===== config.mk =====
export PLATFORM = sky130hd
export DESIGN_NAME = insertion_sorter_top
export DESIGN_NICKNAME = d
export VERILOG_FILES = /design/src/hw/rtl/isort_pkg.sv /design/src/hw/rtl/isort_cell.sv /design/src/hw/rtl/insertion_sorter_top.sv
export SDC_FILE = /design/constraint.sdc
export NUM_CORES = 2
export LEC_CHECK = 0
export ABC_AREA = 1
export BUFFER_PORTS_ARGS = -buffer_cell sky130_fd_sc_hd__buf_2
export CAP_MARGIN = 20
export CORE_ASPECT_RATIO = 0.8
export CORE_MARGIN = 2
export CORE_UTILIZATION = 60
export DETAILED_ROUTE_END_ITERATION = 10
export PLACE_DENSITY = 0.86
export SLEW_MARGIN = 30
export SYNTH_ARGS = -nofsm -noshare
export SYNTH_HDL_FRONTEND = slang
export SYNTH_SLANG_ARGS = --single-unit

===== constraint.sdc =====
create_clock -name clk -period 5.2 [get_ports clk]
set_input_delay 1.3 -clock clk [delete_from_list [all_inputs] [get_ports clk]]
set_output_delay 1.3 -clock clk [all_outputs]
set_load 0.03 [all_outputs]

===== src/hw/rtl/isort_pkg.sv =====
// Shared types and constants for the insertion sorter.
// Used by isort_cell and insertion_sorter_top; depends on nothing else.
package isort_pkg;

  localparam int unsigned VALUE_W = 32;

  typedef logic signed [VALUE_W-1:0] value_t;

  typedef enum logic [0:0] {
    ST_LOAD  = 1'b0,
    ST_DRAIN = 1'b1
  } state_t;

  // Per-cell control from the sequencer.
  typedef struct packed {
    logic load;      // a word is being inserted this cycle
    logic shift;     // a result word leaves cell 0; the chain moves down by one
    logic occupied;  // this cell holds an element of the current set
    logic tail;      // this cell is the first free one
  } cell_ctl_t;

endpackage


===== src/hw/rtl/isort_cell.sv =====
// One cell of the sorting chain: holds one element of the set.
// Depends on isort_pkg for the value and control types.
module isort_cell (
  input  logic                clk,
  input  isort_pkg::cell_ctl_t ctl,
  input  isort_pkg::value_t   ins_value,
  input  isort_pkg::value_t   left_value,
  input  logic                left_gt,
  input  isort_pkg::value_t   right_value,
  output isort_pkg::value_t   value,
  output logic                gt
);

  isort_pkg::value_t value_r;
  isort_pkg::value_t value_nxt;

  // The new word belongs below this element when the element is strictly greater.
  assign gt    = ctl.occupied && (ins_value < value_r);
  assign value = value_r;

  always_comb begin
    value_nxt = value_r;
    if (ctl.load) begin
      if (left_gt) begin
        value_nxt = left_value;
      end else if (gt || ctl.tail) begin
        value_nxt = ins_value;
      end
    end else if (ctl.shift) begin
      value_nxt = right_value;
    end
  end

  always_ff @(posedge clk) begin
    value_r <= value_nxt;
  end

endmodule


===== src/hw/rtl/insertion_sorter_top.sv =====
// Top level of the insertion sorter: a chain of isort_cell instances and the sequencer.
// Depends on isort_pkg and isort_cell.
//
// Words of one set enter at one per cycle and are inserted into a chain of DEPTH cells
// that always holds them in ascending order; every cell compares the incoming word with
// its own element in the same cycle. A word marked last, or the DEPTH-th word of a set,
// closes the set. The set of N words is then sent out in ascending order, one word per
// cycle from the bottom cell of the chain while out_stall is low, with the final word
// marked; the input stays stalled until the whole set has been sent out.
module insertion_sorter_top #(
  parameter int unsigned DEPTH = 16
) (
  input  logic                     clk,
  input  logic                     rst_n,
  input  logic                     in_valid,
  output logic                     in_stall,
  input  logic signed [31:0]       in_value,
  input  logic                     in_is_last,
  output logic                     out_valid,
  input  logic                     out_stall,
  output logic signed [31:0]       out_sorted_value,
  output logic                     out_last_of_run
);

  localparam int unsigned CNT_W = $clog2(DEPTH + 1);

  isort_pkg::state_t state_r;
  isort_pkg::state_t state_nxt;
  logic [CNT_W-1:0]  count_r;
  logic [CNT_W-1:0]  count_nxt;

  logic in_acc;
  logic out_acc;

  isort_pkg::value_t   cell_value [DEPTH];
  logic                cell_gt    [DEPTH];
  isort_pkg::cell_ctl_t cell_ctl  [DEPTH];

  assign in_stall         = (state_r == isort_pkg::ST_DRAIN);
  assign out_valid        = (state_r == isort_pkg::ST_DRAIN);
  assign out_sorted_value = cell_value[0];
  assign out_last_of_run  = (count_r == CNT_W'(1));

  assign in_acc  = in_valid && !in_stall;
  assign out_acc = out_valid && !out_stall;

  always_comb begin
    state_nxt = state_r;
    count_nxt = count_r;
    unique case (state_r)
      isort_pkg::ST_LOAD: begin
        if (in_acc) begin
          count_nxt = count_r + CNT_W'(1);
          if (in_is_last || (count_r == CNT_W'(DEPTH - 1))) begin
            state_nxt = isort_pkg::ST_DRAIN;
          end
        end
      end
      isort_pkg::ST_DRAIN: begin
        if (out_acc) begin
          count_nxt = count_r - CNT_W'(1);
          if (count_r == CNT_W'(1)) begin
            state_nxt = isort_pkg::ST_LOAD;
          end
        end
      end
      default: begin
        state_nxt = isort_pkg::ST_LOAD;
      end
    endcase
  end

  always_ff @(posedge clk) begin
    if (!rst_n) begin
      state_r <= isort_pkg::ST_LOAD;
      count_r <= '0;
    end else begin
      state_r <= state_nxt;
      count_r <= count_nxt;
    end
  end

  for (genvar i = 0; i < DEPTH; i++) begin : g_cell
    assign cell_ctl[i].load     = in_acc;
    assign cell_ctl[i].shift    = out_acc;
    assign cell_ctl[i].occupied = (CNT_W'(i) < count_r);
    assign cell_ctl[i].tail     = (CNT_W'(i) == count_r);

    if (i == 0) begin : g_first
      isort_cell u_cell (
        .clk        (clk),
        .ctl        (cell_ctl[i]),
        .ins_value  (in_value),
        .left_value (in_value),
        .left_gt    (1'b0),
        .right_value(cell_value[i+1]),
        .value      (cell_value[i]),
        .gt         (cell_gt[i])
      );
    end else if (i == DEPTH - 1) begin : g_last
      isort_cell u_cell (
        .clk        (clk),
        .ctl        (cell_ctl[i]),
        .ins_value  (in_value),
        .left_value (cell_value[i-1]),
        .left_gt    (cell_gt[i-1]),
        .right_value(cell_value[i]),
        .value      (cell_value[i]),
        .gt         (cell_gt[i])
      );
    end else begin : g_mid
      isort_cell u_cell (
        .clk        (clk),
        .ctl        (cell_ctl[i]),
        .ins_value  (in_value),
        .left_value (cell_value[i-1]),
        .left_gt    (cell_gt[i-1]),
        .right_value(cell_value[i+1]),
        .value      (cell_value[i]),
        .gt         (cell_gt[i])
      );
    end
  end

  a_drain_not_empty: assert property (@(posedge clk) disable iff (!rst_n)
    out_valid |-> (count_r != '0))
    else $error("drain with an empty chain");

  a_count_bound: assert property (@(posedge clk) disable iff (!rst_n)
    count_r <= CNT_W'(DEPTH))
    else $error("fill count beyond chain depth");

  a_last_starts_drain: assert property (@(posedge clk) disable iff (!rst_n)
    (in_acc && in_is_last) |=> (state_r == isort_pkg::ST_DRAIN))
    else $error("last word did not start the drain");

  a_run_end: assert property (@(posedge clk) disable iff (!rst_n)
    (out_acc && out_last_of_run) |=> (state_r == isort_pkg::ST_LOAD && count_r == '0))
    else $error("run ended without returning to load");

endmodule

==> metrics.md <==
| Metric | Value |
|---|---|
| Final worst path period need | 3885 ps |
| Slew Limit Fails | 0 |
| DIE AREA | 0.07199 mm2 |
| Finished Layout Cells | 6433 |
| Ratio of cells with drive above 1 in the final layout | 0.05537 |
| CTS Buffer Depth | 3 |
| ANT nets after route | 0 |
| Drt pass-1 iters | 8 |
| Synth Cell Area | 0.04191 mm2 |
| Final WL | 116.9 mm |
| Die width | 299.5 um |
| Clock Sinks | 518 |
| Crit Path Max Fanout | 32 |
| RePlAce Congestion | 0.9314 |
| Synth Instances | 5604 |
| Hold path startpoint | g_cell[8].g_mid.u_cell.value[9]$_DFFE_PP_ |
| Slew @ Worst Pin | 1048 ps |
| Largest area contributor in the netlist | edfxtp_1 |
| Largest net degree at the start of global routing | 236 |
| Power Total | 0.01389 W |
| DR WL/cell | 18.17 um |
| Storage cell area | 0.01549 mm2 |
| Drt drc | 0 |
| Finished Cell Area | 0.04432 mm2 |
| CORE AREA | 0.06897 mm2 |
| Worst-path clk slew | 60 ps |
| Sequential-to-total area share from yosys stat | 0.3697 |
| Initial antenna violation count | 1 |
| MaxCap Viol Count | 0 |
| Final Skew | 30.28 ps |
| CTS root buf | clkbuf_16 |
| Startpoint types | input port |
| Placed Area | 0.04257 mm2 |
| Power Density | 313.5 mW/mm2 |
| Cells after DPL | 6331 |
| RSZ-0062 raised after global routing | false |
| Final Cycle Share | 0.7471 |
| Final setup fails | 0 |
| Peak VDD IR | 0.2257 mV |
| Vias per cell | 6.031 |
| Status | completed |
| Worst EP arrival | 4140 ps |
| FF+latch count, synth | 518 |
| Worst rel slew slack | 0.3017 |
| Initial Util | 0.6076 |
| R2R Path Start | count_r[4]$_SDFFE_PN0P_ |
| Die H | 240.4 um |
| CP required | 5450 ps |
| Crit path kind | in -> reg |
| Total gr overflow | 0 |
| Post-CTS sizing | 0 |
| Fin nets | 6004 |
| Post-synth top area share | 0.3668 |
| Clock latency on the worst-skew pair | 640 ps |
| CTS tree | built |
| Lkg Pwr | 22.41 nW |
| Clock buffer count from CTS | 57 |
| HPWL Detailed | 86.00 mm |
| CTS HTree Levels | 2 |
| Fill count | 5659 |
| P&R area growth vs syn | 5.753% |
| Initial DRC count | 4925 |
| IO Pins | 72 |
| Synth Warn # | 0 |
| Vias in the first global route | 36640 |
| Post-CTS Setup Inserts | 0 |
| Area contributors post-synth | edfxtp_1, nand2_1, ha_1 |
| Hold-fix buffers, CTS | 0 |
| Port Buffer Count | 71 |
| Final Hold Vio Count | 0 |
| Global-route wire length before repair | 189.6 mm |
| Total negative setup slack | 0 ps |
| Avg Synthesized Cell Area | 7.479 um2 |
| DR vias | 38800 |
| Maximum clock frequency | 0.2574 GHz |
| CP Launch Point | in_value[31] |
| Area occupied by multi-input gates | 0.02228 mm2 |
| Global Route Usage Sum | 0.3198 |
| Crit end category | flop |
| Synth cell types | 35 |
| Rows | 86 |
| Worst hold path type | reg -> reg |
| Mapped Nets | 6142 |
==> state kept, by name, summed over array words and instances, names as in the netlist <==
register,count
in_stall,1
g_cell.g_mid.u_cell.value,448
count_r,5
g_cell.g_last.u_cell.value,32
g_cell.g_first.u_cell.value,32
==> kinds of logic (layout without fill, tap and decap cells) <==
kind of cell             Yosys count  in the layout  synth area share
AND/OR/NAND/NOR                 3147           3147            0.3316
buffers and inverters           1039            943            0.1005
flip-flops                       518            518            0.3697
adder cells (fa/ha/maj)          501            501            0.1496
AO/OA/AOI/OAI                    398            398           0.04839
XOR/XNOR                           1              1         0.0002090
other                              0              1                 0
==> power breakdown <==
part,internal (W),total [W],switching (W)
clock network,0.00223,0.00398,0.00175
logic,0.00130,0.00432,0.00302
registers,0.00532,0.00559,0.000274
==> synthesized netlist by cell type <==
cell type,instances
nand2_2,12
buf_6,7
nand4_1,468
o21a_1,8
a21o_1,1
nand3_1,497
nor4_1,3
o21bai_1,1
a31oi_1,2
nor2_2,2
inv_2,10
o21ai_0,140
or2_2,1
buf_1,69
dfxtp_1,6
edfxtp_1,512
nor3_2,1
nand3_2,22
nand2_1,1928
nand3_4,2
xnor2_1,1
ha_1,501
clkbuf_1,144
inv_1,676
a21boi_0,2
buf_2,94
clkbuf_2,1
nor2_1,172
o41ai_1,1
o21ai_1,1
nand3b_1,5
nor3_1,32
nor2_4,2
buf_4,38
a21oi_1,242
==> layout by cell type, fill, tap and decap left out, types with 2 or more instances in the layout <==
| cell | n |
|---|---|
| nand2_1 | 1927 |
| inv_1 | 675 |
| edfxtp_1 | 512 |
| ha_1 | 501 |
| nand3_1 | 496 |
| nand4_1 | 468 |
| a21oi_1 | 242 |
| nor2_1 | 159 |
| o21ai_0 | 140 |
| buf_4 | 79 |
| buf_2 | 71 |
| clkbuf_16 | 57 |
| nor3_1 | 32 |
| nand3_2 | 23 |
| clkinv_2 | 17 |
| nor2_2 | 13 |
| clkinv_1 | 13 |
| nand2_2 | 12 |
| inv_2 | 10 |
| clkbuf_1 | 9 |
| o21a_1 | 8 |
| dfxtp_1 | 6 |
| nand3b_1 | 5 |
| bufinv_16 | 5 |
| buf_12 | 5 |
| nor2_4 | 4 |
| nor4_1 | 3 |
| nand3_4 | 2 |
| a21boi_0 | 2 |
==> layer usage <==
| layer | track usage | up-vias | part of all wire |
|---|---|---|---|
| li1 | - | 18550 | - |
| met1 | 0.4554 | 17760 | 0.42 |
| met2 | 0.5052 | 2266 | 0.44 |
| met3 | 0.05358 | 227 | 0.12 |
| met4 | 0.08652 | 0 | 0.024 |
| met5 | 0 | - | 0 |
==> worst max-delay path: stages <==
cell and delay (ps):
buf_2 430, ha_1 400, a21oi_1 200, o21ai_0 110, a21oi_1 130, a21boi_0 550
nand2_1 140, nand2_1 100, nand3_1 70, nand3b_1 100, nand2_1 60, inv_1 80
buf_4 410
==> layout make-up <==
type,count,share of cell area
repair buffers,156,0.02391
flip-flops and latches,518,0.3496
clock buffers,66,0.03294
inverters,686,0.05827
diodes,1,0.00005646
clock inverters,35,0.006408
well taps,924,0.02608
multi-input cells,4047,0.5027
==> per-stage QoR <==
step / util / hold slack, ps / worst slack, ps
CTS: 0.6425 / 543.5 / 1316
global placement: 0.6172 / 526.5 / 853.1
detailed placement: 0.6172 / 531.8 / 789.5
finish: 0.6426 / 541.6 / 1315
global route: 0.6425 / 555.5 / 1107
floorplan: - / 520.0 / 535.0
==> path summary, 6_finish.rpt <==
kind | slack (ps) | depth (start not counted) | endpoint
max | 1320 | 13 | g_cell[15].g_last.u_cell.value[3]$_DFFE_PP_
min | 540 | 2 | g_cell[7].g_mid.u_cell.value[9]$_DFFE_PP_
max reg2reg | 1550 | 11 | g_cell[4].g_mid.u_cell.value[7]$_DFFE_PP_
min reg2reg | 540 | 2 | g_cell[7].g_mid.u_cell.value[9]$_DFFE_PP_
Power figures use the tool's default switching activity.
